--- src/hw/rtl/g2e_pkg.sv ---
// Shared types, constants and tables for the geodetic to ECEF converter.
// No dependencies; imported by every module of the block.
`timescale 1ns / 1ps

package g2e_pkg;

	localparam int ANGLE_FRAC_BITS = 29;
	localparam int CORDIC_STAGES   = 32;
	localparam int ANG_SHIFT       = 30 - ANGLE_FRAC_BITS;
	localparam int ANG_W           = 33;

	localparam logic signed [33:0] PI_Q30      = 34'sd3373259426;
	localparam logic signed [33:0] HALF_PI_Q30 = 34'sd1686629713;
	localparam logic signed [33:0] TWO_PI_Q30  = 34'sd6746518852;
	localparam logic signed [32:0] ONE_Q30     = 33'sd1073741824;
	localparam logic signed [32:0] GAIN_Q30    = 33'sd652032874;

	localparam logic [35:0] N_MAX = 36'h8_0000_0000;
	localparam int QUOT_BITS = 36;

	localparam logic signed [37:0] OUT_MAX = 38'sd17179869183;
	localparam logic signed [37:0] OUT_MIN = -38'sd17179869184;

	localparam logic [22:0] AXIS_RESET = 23'd6378137;
	localparam logic [31:0] ECC_RESET  = 32'd28752143;

	localparam logic [0:0] REG_AXIS = 1'b0;
	localparam logic [0:0] REG_ECC  = 1'b1;

	// pipeline depths
	localparam int CORDIC_LAT = CORDIC_STAGES + 3;
	localparam int PREP_LAT   = 4;
	localparam int ISQRT_LAT  = 32;
	localparam int DIV_LAT    = QUOT_BITS + 3;
	localparam int NSC_LAT    = 3;
	localparam int MUL_LAT    = 4;
	localparam int TOTAL_LAT  = CORDIC_LAT + PREP_LAT + ISQRT_LAT + DIV_LAT + NSC_LAT
		+ 2 * MUL_LAT + 1;

	// floor(atan(2^-i) * 2^30)
	function automatic logic [30:0] atan_entry(input int i);
		logic [30:0] r;
		unique case (i)
			0: r = 31'h3243F6A8;
			1: r = 31'h1DAC6705;
			2: r = 31'h0FADBAFC;
			3: r = 31'h07F56EA6;
			4: r = 31'h03FEAB76;
			5: r = 31'h01FFD55B;
			6: r = 31'h00FFFAAA;
			7: r = 31'h007FFF55;
			8: r = 31'h003FFFEA;
			9: r = 31'h001FFFFD;
			default: r = (i <= 30) ? 31'((64'd1 << (30 - i)) - 64'd1) : 31'd0;
		endcase
		return r;
	endfunction

endpackage

--- src/hw/rtl/g2e_isqrt.sv ---
// Pipelined integer square root, one result bit per register stage.
// Depends on g2e_pkg.
`timescale 1ns / 1ps

module g2e_isqrt
	import g2e_pkg::*;
(
	input  logic        clk,
	input  logic        arst_n,
	input  logic        in_valid,
	input  logic [62:0] radicand,
	output logic        out_valid,
	output logic [31:0] root
);

	logic [63:0] rem_s [ISQRT_LAT];
	logic [31:0] rt_s [ISQRT_LAT];
	logic        v_s [ISQRT_LAT];

	for (genvar j = 0; j < ISQRT_LAT; j++) begin : g_bit
		localparam int K = ISQRT_LAT - 1 - j;
		logic [63:0] rem_in;
		logic [31:0] rt_in;
		logic        v_in;
		logic [63:0] trial;

		if (j == 0) begin : g_first
			assign rem_in = 64'(radicand);
			assign rt_in  = '0;
			assign v_in   = in_valid;
		end else begin : g_next
			assign rem_in = rem_s[j-1];
			assign rt_in  = rt_s[j-1];
			assign v_in   = v_s[j-1];
		end

		// (R + 2^K)^2 - R^2
		assign trial = (64'(rt_in) << (K + 1)) + (64'd1 << (2 * K));

		always_ff @(posedge clk) begin
			if (rem_in >= trial) begin
				rem_s[j] <= rem_in - trial;
				rt_s[j]  <= rt_in | (32'd1 << K);
			end else begin
				rem_s[j] <= rem_in;
				rt_s[j]  <= rt_in;
			end
		end

		always_ff @(posedge clk or negedge arst_n) begin
			if (!arst_n) begin
				v_s[j] <= 1'b0;
			end else begin
				v_s[j] <= v_in;
			end
		end
	end

	assign root      = rt_s[ISQRT_LAT-1];
	assign out_valid = v_s[ISQRT_LAT-1];

endmodule

--- config.mk ---
export PLATFORM = sky130hd
export DESIGN_NAME = g2e_isqrt
export DESIGN_NICKNAME = d
export VERILOG_FILES = /design/src/hw/rtl/g2e_pkg.sv /design/src/hw/rtl/g2e_isqrt.sv
export SDC_FILE = /design/constraint.sdc
export NUM_CORES = 2
export LEC_CHECK = 0
export BUFFER_PORTS_ARGS = -buffer_cell sky130_fd_sc_hd__clkbuf_2
export CELL_PAD_IN_SITES_DETAIL_PLACEMENT = 1
export CELL_PAD_IN_SITES_GLOBAL_PLACEMENT = 2
export CORE_MARGIN = 2
export CORE_UTILIZATION = 25
export DETAILED_ROUTE_END_ITERATION = 8
export PLACE_DENSITY = 0.58
export REMOVE_ABC_BUFFERS = 1
export SKIP_LAST_GASP = 1
export SLEW_MARGIN = 20
export SYNTH_ARGS = -nofsm -noshare
export SYNTH_HDL_FRONTEND = slang
export SYNTH_SLANG_ARGS = --single-unit
--- constraint.sdc ---
create_clock -name clk -period 3.3 [get_ports clk]
set_input_delay 0.165 -clock clk [delete_from_list [all_inputs] [get_ports clk]]
set_output_delay 0.165 -clock clk [all_outputs]
set_load 0.01 [all_outputs]
==> out/qor.txt <==
Status = finished, violations left
Failing checks = setup timing
Num Clock Sinks = 2544
Worst setup path startpoint = rem_s[5][116]
Chip height = 622 µm
Worst-margin pin slew = 0.817 ns
Sequential fraction of design power = 41.7%
Total gr overflow = 0
Switch share = 31.9%
Routed vias/inst = 4.44
DR vias = 73000
Clock buffer depth = 4
GR Util All Layers = 15.2%
Dpl hpwl = 239000 µm
IO Port Bufs = 98
Max cap viols = 0
P_sw = 0.0334 W
Final Slew Violations = 0
CTS root buf = clkbuf_16
Area delta synth->final = 34.0%
DRC errors left = 0
Avg Inst Size Synth = 10.1 µm²
Share of post-route cells with drive strength above 1 = 23.6%
Rel. slew slack = 44.1%
Leakage = 57.7 nW
Vias in the first global route = 80400
Worst Path Max Fanout = 8
Fin crit period = 3.45 ns
Largest net degree at the start of global routing = 54
H-tree levels = 5
Cell variety after synth = 92
Final clock skew = 0.0970 ns
CP arrival = 4.17 ns
CTS Buf Count = 296
Maximum vdd drop = 542 µV
Most frequent cells in the layout = 2427 x dfxtp_1, 1298 x buf_4, 680 x inv_1
Placed Cells = 15700
Mapped Cells = 9487
Top Ports = 99
Crit path capture type = register
Post-Layout Cell Count = 16400
Setup ws final = -0.150 ns
Logic pwr share = 25.7%
Most common cell after layout, fill and taps aside = dfxtp_1
TritonRoute pass-1 iters = 5
Worst r2r src = rem_s[5][116]
Final core occ = 33.7%
Ys Warns = 0
Clock share of power = 32.6%
Setup-failing EPs final = 46
Endpoints failing hold = 0
Reg2Reg Depth = 11
Final ANT Viol Nets = 0
Fin nets = 11800
RSZ-0062 raised after global routing = yes
Initial antenna violation count = 1
Most used flip-flop cell after synthesis = dfxtp_1
WL/cell = 18.4 µm
Final setup TNS = -3.94 ns
Starting Density = 25.2%
Sequential area share after synthesis = 53.5%
DIE WIDTH = 622 µm
DIE AREA = 0.387 mm²
P per Cell Area = 818 mW/mm²
First-pass GRT wire length = 470000 µm
FFs w/ async S/R, synth = 1.26%
Cell Int Power = 0.0713 W
Final period utilization = 105%
Fmax = 0.290 GHz
Final Routed Wirelength = 303000 µm
CTS tree = built
Core Footprint = 0.379 mm²
Number of synthesized flops with an enable pin = 0
1st-iter DRT viols = 2354
Placer congestion estimate = 0.834
Clock Pin Slew Worst Setup and Hold Paths = 0.05 ns
Hold WC Path Type = in2async
Number of synthesized register bits = 2544
Clock Latency Late Sink = 0.91 ns
Critical Path Start Type = register
# rows = 226
Setup CP Type = reg2reg
Post-Syn Area = 0.0955 mm²
Worst Path Required = 4.02 ns
state kept, by name, summed over array words and instances, names as in the netlist:
signal and count:
g_bit.v_in 31, out_valid 1, rt_s 528, rem_s 1984
cell usage after synthesis, types with 26 or more instances:
library cell / instances / area [µm²]
a211oi_1: 47 / 353
a21o_1: 235 / 1760
a21oi_1: 641 / 3210
a31oi_1: 46 / 288
and2_1: 26 / 163
and3_1: 48 / 300
clkbuf_1: 145 / 544
dfrtp_1: 32 / 801
dfxtp_1: 2512 / 50300
ha_1: 556 / 6960
inv_1: 696 / 2610
mux2_2: 91 / 1020
nand2_1: 601 / 2260
nand2b_1: 110 / 688
nand3_1: 153 / 766
nand3b_1: 43 / 323
nand4_1: 129 / 807
nor2_1: 626 / 2350
nor2b_1: 82 / 513
nor3_1: 229 / 1150
nor4_1: 315 / 1970
nor4b_1: 52 / 455
o211ai_1: 36 / 270
o21a_1: 98 / 736
o21ai_0: 410 / 2050
o21bai_1: 58 / 435
o31ai_1: 32 / 240
or2_2: 41 / 257
or3_1: 99 / 619
or4_1: 72 / 541
xnor2_1: 510 / 4470
xor2_1: 379 / 3320
routing by layer:
metal	vias to the layer above	global-route usage (%)	part of all wire, %	wire [µm]
met1	35500	17.5	42	128000
li1	36300	-	-	-
met3	523	1.66	2.3	6860
met5	-	0	0	0
met4	0	4.55	3.4	10400
met2	697	29.1	52	158000
final cells by class:
type                       count  area, µm²
fill                       42600     252000
clock inverter               128       1840
tap                         5016       6280
clock buffer                 401       8440
sequential                  2544      51200
multi-input combinational   6075      45100
timing repair buffer        1585      12500
inverter                     698       2630
antenna                        1       2.50
worst paths after layout:
check,end,slack (ns)
worst min-delay path,g_bit[16].v_in,0.28
worst max-delay path,rem_s[5][178],-0.15
worst min register to register,rt_s[22][11],0.32
min in group clk,rt_s[22][11],0.32
worst max register to register,rem_s[5][178],-0.15
max in group asynchronous,g_bit[27].v_in,2.84
power groups by stage:
| stage | combinational (W) | sequential, W | clock [W] |
|---|---|---|---|
| final | 0.0269 | 0.0436 | 0.0341 |
| after detailed placement | 0.0253 | 0.0441 | 0 |
| after floorplan | 0.0160 | 0.0414 | 0 |
| after CTS | 0.0263 | 0.0436 | 0.0352 |
| after global placement | 0.0250 | 0.0440 | 0 |
| after global routing | 0.0299 | 0.0445 | 0.0365 |
cell families after synthesis:
logic type / share of synthesized area [%]
AOI/OAI and AO/OA: 11.6
xor gates and xnor gates: 8.16
adders and majority gates: 7.29
buffers and inverters: 3.45
DFF: 53.5
muxes: 1.28
other: 0.00393
and+or+nand+nor: 14.7
what timing repair did:
action                                  CTS  global route
pin swaps                               119           189
endpoints found under the hold margin    96             0
hold buffers                            131             0
gates resized for setup                 397           429
endpoints found under the setup margin  509           453
gates cloned                              2             6
buffers inserted                         35            66
critical path, cell delays in order, from the launching register on:
cell	delay [ns]
dfxtp_2	0.31
or4_4	0.53
or4b_4	0.50
or4_4	0.43
or3_4	0.35
or4_4	0.46
nor2_4	0.14
a21oi_4	0.11
nand2_4	0.19
buf_6	0.13
nor2_2	0.04
xor2_1	0.15
per-stage QoR:
stage	cell area [µm²]	total power, W	hold WS (ns)	setup WS [ns]
floorplan	94800	0.0574	-0.131	-1.73
CTS	125000	0.105	0.202	-0.166
finish	128000	0.105	0.280	-0.150
global placement	111000	0.0690	0.248	-1.21
detailed placement	111000	0.0694	0.270	-0.806
global route	128000	0.111	0.260	-0.259
No activity file was read; power rests on OpenSTA's default activity.
