File: config.mk
export PLATFORM = sky130hd
export DESIGN_NAME = g2e_smul
export DESIGN_NICKNAME = d
export VERILOG_FILES = /design/src/hw/rtl/g2e_pkg.sv /design/src/hw/rtl/g2e_smul.sv
export SDC_FILE = /design/constraint.sdc
export NUM_CORES = 2
export LEC_CHECK = 0
export BUFFER_PORTS_ARGS = -buffer_cell sky130_fd_sc_hd__buf_2
export CAP_MARGIN = 20
export CORE_ASPECT_RATIO = 1.4
export CORE_MARGIN = 1
export CORE_UTILIZATION = 65
export DETAILED_ROUTE_END_ITERATION = 7
export HOLD_SLACK_MARGIN = 0.05
export PLACE_DENSITY = 0.79
export SYNTH_ARGS = -nofsm -noshare
export SYNTH_HDL_FRONTEND = slang
export SYNTH_SLANG_ARGS = --single-unit
File: constraint.sdc
create_clock -name clk -period 8.51 [get_ports clk]
set_clock_uncertainty 0.15 [all_clocks]
set_input_delay 0.851 -clock clk [delete_from_list [all_inputs] [get_ports clk]]
set_output_delay 0.851 -clock clk [all_outputs]
set_load 0.03 [all_outputs]
File: src/hw/rtl/g2e_pkg.sv
// Shared types, constants and tables for the geodetic to ECEF converter.
// No dependencies; imported by every module of the block.
`timescale 1ns / 1ps

package g2e_pkg;

	localparam int ANGLE_FRAC_BITS = 29;
	localparam int CORDIC_STAGES   = 32;
	localparam int ANG_SHIFT       = 30 - ANGLE_FRAC_BITS;
	localparam int ANG_W           = 33;

	localparam logic signed [33:0] PI_Q30      = 34'sd3373259426;
	localparam logic signed [33:0] HALF_PI_Q30 = 34'sd1686629713;
	localparam logic signed [33:0] TWO_PI_Q30  = 34'sd6746518852;
	localparam logic signed [32:0] ONE_Q30     = 33'sd1073741824;
	localparam logic signed [32:0] GAIN_Q30    = 33'sd652032874;

	localparam logic [35:0] N_MAX = 36'h8_0000_0000;
	localparam int QUOT_BITS = 36;

	localparam logic signed [37:0] OUT_MAX = 38'sd17179869183;
	localparam logic signed [37:0] OUT_MIN = -38'sd17179869184;

	localparam logic [22:0] AXIS_RESET = 23'd6378137;
	localparam logic [31:0] ECC_RESET  = 32'd28752143;

	localparam logic [0:0] REG_AXIS = 1'b0;
	localparam logic [0:0] REG_ECC  = 1'b1;

	// pipeline depths
	localparam int CORDIC_LAT = CORDIC_STAGES + 3;
	localparam int PREP_LAT   = 4;
	localparam int ISQRT_LAT  = 32;
	localparam int DIV_LAT    = QUOT_BITS + 3;
	localparam int NSC_LAT    = 3;
	localparam int MUL_LAT    = 4;
	localparam int TOTAL_LAT  = CORDIC_LAT + PREP_LAT + ISQRT_LAT + DIV_LAT + NSC_LAT
		+ 2 * MUL_LAT + 1;

	// floor(atan(2^-i) * 2^30)
	function automatic logic [30:0] atan_entry(input int i);
		logic [30:0] r;
		unique case (i)
			0: r = 31'h3243F6A8;
			1: r = 31'h1DAC6705;
			2: r = 31'h0FADBAFC;
			3: r = 31'h07F56EA6;
			4: r = 31'h03FEAB76;
			5: r = 31'h01FFD55B;
			6: r = 31'h00FFFAAA;
			7: r = 31'h007FFF55;
			8: r = 31'h003FFFEA;
			9: r = 31'h001FFFFD;
			default: r = (i <= 30) ? 31'((64'd1 << (30 - i)) - 64'd1) : 31'd0;
		endcase
		return r;
	endfunction

endpackage

File: src/hw/rtl/g2e_smul.sv
// Signed length times signed Q30 factor, rounded half away from zero on the
// magnitude; four register stages. Depends on g2e_pkg.
`timescale 1ns / 1ps

module g2e_smul
	import g2e_pkg::*;
(
	input  logic               clk,
	input  logic               arst_n,
	input  logic               in_valid,
	input  logic signed [37:0] len,
	input  logic signed [31:0] factor,
	output logic               out_valid,
	output logic signed [37:0] product
);

	logic [37:0] mv_m1;
	logic [30:0] mc_m1;
	logic        neg_m1;
	logic        v_m1;

	logic [49:0] plo_m2;
	logic [49:0] phi_m2;
	logic        neg_m2;
	logic        v_m2;

	logic [68:0] sum_c;
	logic [37:0] mag_m3;
	logic        neg_m3;
	logic        v_m3;

	always_ff @(posedge clk) begin
		mv_m1  <= len[37] ? 38'(38'd0 - len) : 38'(len);
		mc_m1  <= factor[31] ? 31'(32'd0 - factor) : 31'(factor);
		neg_m1 <= len[37] ^ factor[31];
		plo_m2 <= mv_m1[18:0] * mc_m1;
		phi_m2 <= mv_m1[37:19] * mc_m1;
		neg_m2 <= neg_m1;
		mag_m3 <= sum_c[67:30];
		neg_m3 <= neg_m2;
		product <= neg_m3 ? 38'(38'd0 - mag_m3) : mag_m3;
	end

	assign sum_c = (69'(phi_m2) << 19) + 69'(plo_m2) + (69'd1 << 29);

	always_ff @(posedge clk or negedge arst_n) begin
		if (!arst_n) begin
			v_m1      <= 1'b0;
			v_m2      <= 1'b0;
			v_m3      <= 1'b0;
			out_valid <= 1'b0;
		end else begin
			v_m1      <= in_valid;
			v_m2      <= v_m1;
			v_m3      <= v_m2;
			out_valid <= v_m3;
		end
	end

endmodule

==> impl_metrics.xml <==
<?xml version="1.0" encoding="UTF-8"?>
<metrics>
  <group name="synth">
    <metric name="async_reset_ff_share" unit="%">1.72</metric>
    <metric name="netlist_instances" unit="">5161</metric>
    <metric name="mappedNetlistNets" unit="">6541</metric>
    <metric name="yosysWarnings" unit="">0</metric>
    <metric name="syn-cell-area" unit="sq mm">0.0460</metric>
    <metric name="synth_enable_flop_cells" unit="">0</metric>
    <metric name="synth_seq_area_share" unit="%">10.1</metric>
    <metric name="synth-main-ff-cell" unit="">sky130_fd_sc_hd__dfxtp_1</metric>
    <metric name="synth_cell_type_count" unit="">64</metric>
    <metric name="synthesis.area_per_instance" unit="sq um">8.91</metric>
    <metric name="yosys_register_bits" unit="">232</metric>
  </group>
  <group name="run_status">
    <metric name="status" unit="">finished with violations</metric>
    <metric name="violations_in_the_final_reports" unit="">DRC</metric>
  </group>
  <group name="final_layout">
    <metric name="mostFrequentLayoutCell" unit="">sky130_fd_sc_hd__inv_1</metric>
    <metric name="net_total_in_the_final_layout" unit="">6523</metric>
    <metric name="synth_to_final_area_change" unit="%">5.23</metric>
    <metric name="layout_common_cells" unit="">1260 x sky130_fd_sc_hd__inv_1, 982 x sky130_fd_sc_hd__fa_1, 706 x sky130_fd_sc_hd__nand2_1</metric>
    <metric name="post_route_cells_drive_above_1_share" unit="%">5.37</metric>
    <metric name="final_core_utilization" unit="%">69.0</metric>
  </group>
  <group name="worst_hold_path">
    <metric name="hold_path.class" unit="">reg -&gt; reg</metric>
  </group>
  <group name="global_route">
    <metric name="globalRouteMet1Util" unit="%">40.8</metric>
    <metric name="use_met3" unit="%">6.37</metric>
    <metric name="pin_count_of_the_biggest_net_entering_global_routing" unit="">40</metric>
    <metric name="globalRoute.totalOverflow" unit="">0</metric>
    <metric name="grt_pass1_vias" unit="">37400</metric>
    <metric name="grt_antenna_before_repair" unit="">6</metric>
    <metric name="grt_first_pass_wirelength" unit="mm">192</metric>
    <metric name="grt.busiest_layer" unit="">met2</metric>
    <metric name="use_met2" unit="%">60.0</metric>
    <metric name="groute.usage.overall" unit="%">35.2</metric>
  </group>
  <group name="sta">
    <metric name="final-setup-viol-count" unit="">0</metric>
    <metric name="rsz0062_at_grt" unit="">no</metric>
    <metric name="final_min_period_over_clock_period" unit="%">93.2</metric>
    <metric name="max_clock_freq" unit="MHz">126</metric>
    <metric name="timing.setup.tns" unit="ns">0</metric>
    <metric name="worst_slew_pin_slew" unit="ns">1.18</metric>
    <metric name="final_period_minus_worst_setup_slack" unit="ns">7.93</metric>
    <metric name="slew_headroom" unit="%">21.5</metric>
    <metric name="slew_violations" unit="">0</metric>
    <metric name="hold_violations" unit="">0</metric>
  </group>
  <group name="place">
    <metric name="portBuffers" unit="">111</metric>
    <metric name="dpl_hpwl" unit="mm">96.7</metric>
    <metric name="finalWeightedCongestion" unit="">0.964</metric>
  </group>
  <group name="setup_path">
    <metric name="cp-end-kind" unit="">flip-flop</metric>
    <metric name="critical_path_required_time" unit="ns">8.84</metric>
    <metric name="critical_path_peak_fanout" unit="">21</metric>
    <metric name="startpoint_class_of_the_critical_path" unit="">flip-flop</metric>
    <metric name="worst-setup-path-type" unit="">reg -&gt; reg</metric>
    <metric name="wp_data_arrival" unit="ns">8.25</metric>
    <metric name="r2r_slack" unit="ns">0.58</metric>
  </group>
  <group name="clocking">
    <metric name="clkTransAtPathRegs" unit="ns">0.07</metric>
    <metric name="cts-root-to-sink-buffers" unit="">3</metric>
    <metric name="tritoncts" unit="">done</metric>
    <metric name="cts.sink_count" unit="">232</metric>
    <metric name="insertion_delay" unit="ns">0.60</metric>
    <metric name="tritoncts.num_buffers" unit="">24</metric>
    <metric name="clock_tree.root_cell" unit="">sky130_fd_sc_hd__clkbuf_16</metric>
    <metric name="post_cts.repair.setup_buffers" unit="">0</metric>
    <metric name="cts_resizes" unit="">0</metric>
    <metric name="htree_num_levels" unit="">1</metric>
  </group>
  <group name="floorplan">
    <metric name="floorplan.die.width" unit="um">227</metric>
    <metric name="design.die.area" unit="sq mm">0.0718</metric>
    <metric name="initial_utilization" unit="%">65.6</metric>
    <metric name="die_height" unit="um">317</metric>
    <metric name="floorplan.io_pins" unit="">112</metric>
    <metric name="core_area" unit="sq mm">0.0701</metric>
    <metric name="num_rows" unit="">115</metric>
  </group>
  <group name="route">
    <metric name="drt-wirelength-per-cell" unit="um">19.5</metric>
    <metric name="wirelength" unit="mm">119</metric>
    <metric name="drtAntennaViolNets" unit="">0</metric>
    <metric name="via_count" unit="">34600</metric>
    <metric name="routed_via_density" unit="">5.67</metric>
    <metric name="drc_errors" unit="">4</metric>
    <metric name="dr.first_iter.drc_count" unit="">2575</metric>
    <metric name="detailedRoute.firstPassIterationCount" unit="">8</metric>
  </group>
  <group name="run">
    <metric name="drv_cap" unit="">0</metric>
  </group>
</metrics>
-- cells in the mapped netlist (4+ instances only) --
| cell | n | area, sq um |
|---|---|---|
| sky130_fd_sc_hd__a211oi_1 | 21 | 158 |
| sky130_fd_sc_hd__nor2_1 | 63 | 236 |
| sky130_fd_sc_hd__nand3_1 | 34 | 170 |
| sky130_fd_sc_hd__a311oi_1 | 4 | 35.0 |
| sky130_fd_sc_hd__a221oi_1 | 7 | 61.3 |
| sky130_fd_sc_hd__or3_1 | 15 | 93.8 |
| sky130_fd_sc_hd__and3_1 | 12 | 75.1 |
| sky130_fd_sc_hd__o21bai_1 | 11 | 82.6 |
| sky130_fd_sc_hd__o21ai_0 | 85 | 425 |
| sky130_fd_sc_hd__nand4_1 | 18 | 113 |
| sky130_fd_sc_hd__nand2_1 | 706 | 2650 |
| sky130_fd_sc_hd__o21a_1 | 11 | 82.6 |
| sky130_fd_sc_hd__o41ai_1 | 11 | 96.3 |
| sky130_fd_sc_hd__dfxtp_1 | 228 | 4560 |
| sky130_fd_sc_hd__nand2b_1 | 9 | 56.3 |
| sky130_fd_sc_hd__a21o_1 | 49 | 368 |
| sky130_fd_sc_hd__ha_1 | 325 | 4070 |
| sky130_fd_sc_hd__inv_1 | 1260 | 4730 |
| sky130_fd_sc_hd__xnor2_1 | 149 | 1310 |
| sky130_fd_sc_hd__a21oi_1 | 101 | 505 |
| sky130_fd_sc_hd__or4_1 | 21 | 158 |
| sky130_fd_sc_hd__nor2b_1 | 16 | 100 |
| sky130_fd_sc_hd__a21boi_0 | 7 | 52.6 |
| sky130_fd_sc_hd__clkbuf_1 | 256 | 961 |
| sky130_fd_sc_hd__a31oi_1 | 8 | 50.1 |
| sky130_fd_sc_hd__fa_1 | 982 | 19700 |
| sky130_fd_sc_hd__xor2_1 | 58 | 508 |
| sky130_fd_sc_hd__and2_1 | 589 | 3680 |
| sky130_fd_sc_hd__o31ai_1 | 31 | 233 |
| sky130_fd_sc_hd__dfrtp_1 | 4 | 100 |
| sky130_fd_sc_hd__nor3_1 | 13 | 65.1 |
-- registers in the layout, summed over array words and instances, names as in the netlist, 31 cells and up --
signal and count:
phi_m2 49, mag_m3 38, mc_m1 31, mv_m1 38
product 38, plo_m2 31
-- worst paths after layout --
kind | endpoint | start | depth (start not counted)
setup / recovery | phi_m2[47]$_DFF_P_ | mc_m1[7]$_DFF_P_ | 23
hold / removal | neg_m3$_DFF_P_ | neg_m2$_DFF_P_ | 0
setup reg to reg | phi_m2[47]$_DFF_P_ | mc_m1[7]$_DFF_P_ | 23
hold reg to reg | neg_m3$_DFF_P_ | neg_m2$_DFF_P_ | 0
max in group asynchronous | v_m3$_DFF_PN0_ | arst_n | 2
min in group asynchronous | v_m2$_DFF_PN0_ | arst_n | 2
-- critical path, stage by stage (launching register included) --
cell and delay, ns:
sky130_fd_sc_hd__dfxtp_1 0.87, sky130_fd_sc_hd__buf_4 0.41, sky130_fd_sc_hd__nand2_1 0.12, sky130_fd_sc_hd__fa_1 0.55
sky130_fd_sc_hd__inv_1 0.05, sky130_fd_sc_hd__fa_1 0.50, sky130_fd_sc_hd__inv_1 0.06, sky130_fd_sc_hd__fa_1 0.53
sky130_fd_sc_hd__inv_1 0.05, sky130_fd_sc_hd__fa_1 0.39, sky130_fd_sc_hd__fa_1 0.52, sky130_fd_sc_hd__inv_1 0.05
sky130_fd_sc_hd__fa_1 0.47, sky130_fd_sc_hd__inv_1 0.04, sky130_fd_sc_hd__ha_1 0.38, sky130_fd_sc_hd__nand2_1 0.11
sky130_fd_sc_hd__nor3_1 0.34, sky130_fd_sc_hd__nand3_1 0.12, sky130_fd_sc_hd__a211oi_1 0.56, sky130_fd_sc_hd__o22ai_1 0.35
sky130_fd_sc_hd__o221a_2 0.38, sky130_fd_sc_hd__o31ai_1 0.45, sky130_fd_sc_hd__and4_1 0.30, sky130_fd_sc_hd__nor3_1 0.06
-- area by class of cell --
class / count / area, sq um
Multi-Input combinational cell: 3410 / 35600
Fill cell: 5540 / 21700
Inverter: 1260 / 4730
Sequential cell: 232 / 4670
Timing Repair Buffer: 215 / 1380
Tap cell: 936 / 1170
Clock buffer: 29 / 651
Clock inverter: 15 / 166
Antenna cell: 2 / 5.00
-- cell families (layout without fill, tap and decap cells) --
| family | count (synthesis) | in the layout | synth area share [%] |
|---|---|---|---|
| XOR/XNOR | 207 | 207 | 3.94 |
| flip-flops | 232 | 232 | 10.1 |
| AO/OA/AOI/OAI | 380 | 380 | 5.38 |
| buffers and inverters | 1519 | 1519 | 12.4 |
| other | 0 | 2 | 0 |
| AND/OR/NAND/NOR | 1516 | 1516 | 16.5 |
| adder cells (fa/ha/maj) | 1307 | 1307 | 51.6 |
-- metal layers --
| metal | part of all wire [%] | vias up |
|---|---|---|
| li1 | - | 15100 |
| met3 | 8.2 | 467 |
| met5 | 0.042 | - |
| met2 | 49 | 1558 |
| met4 | 7.6 | 8 |
| met1 | 35 | 17500 |
-- through the flow --
step / hold WS [ns] / cells / area [sq um] / setup WS (ns)
finish: 0.180 / 6099 / 48400 / 0.583
global route: 0.199 / 6097 / 48400 / 0.297
CTS: 0.179 / 6095 / 48300 / 0.695
detailed placement: 0.163 / 6050 / 47500 / 0.711
global placement: 0.162 / 6050 / 47500 / 0.943
floorplan: 0.160 / 5161 / 46000 / 1.82
-- what timing repair did --
item                                    4_1_cts  5_1_grt
hold buffers                                  1        0
hold endpoints to repair                      4        0
endpoints found under the setup margin        0        0
Power is left out: the tool's default activity adds up to more than one toggle a clock period on the data nets, which glitch-free logic cannot reach.
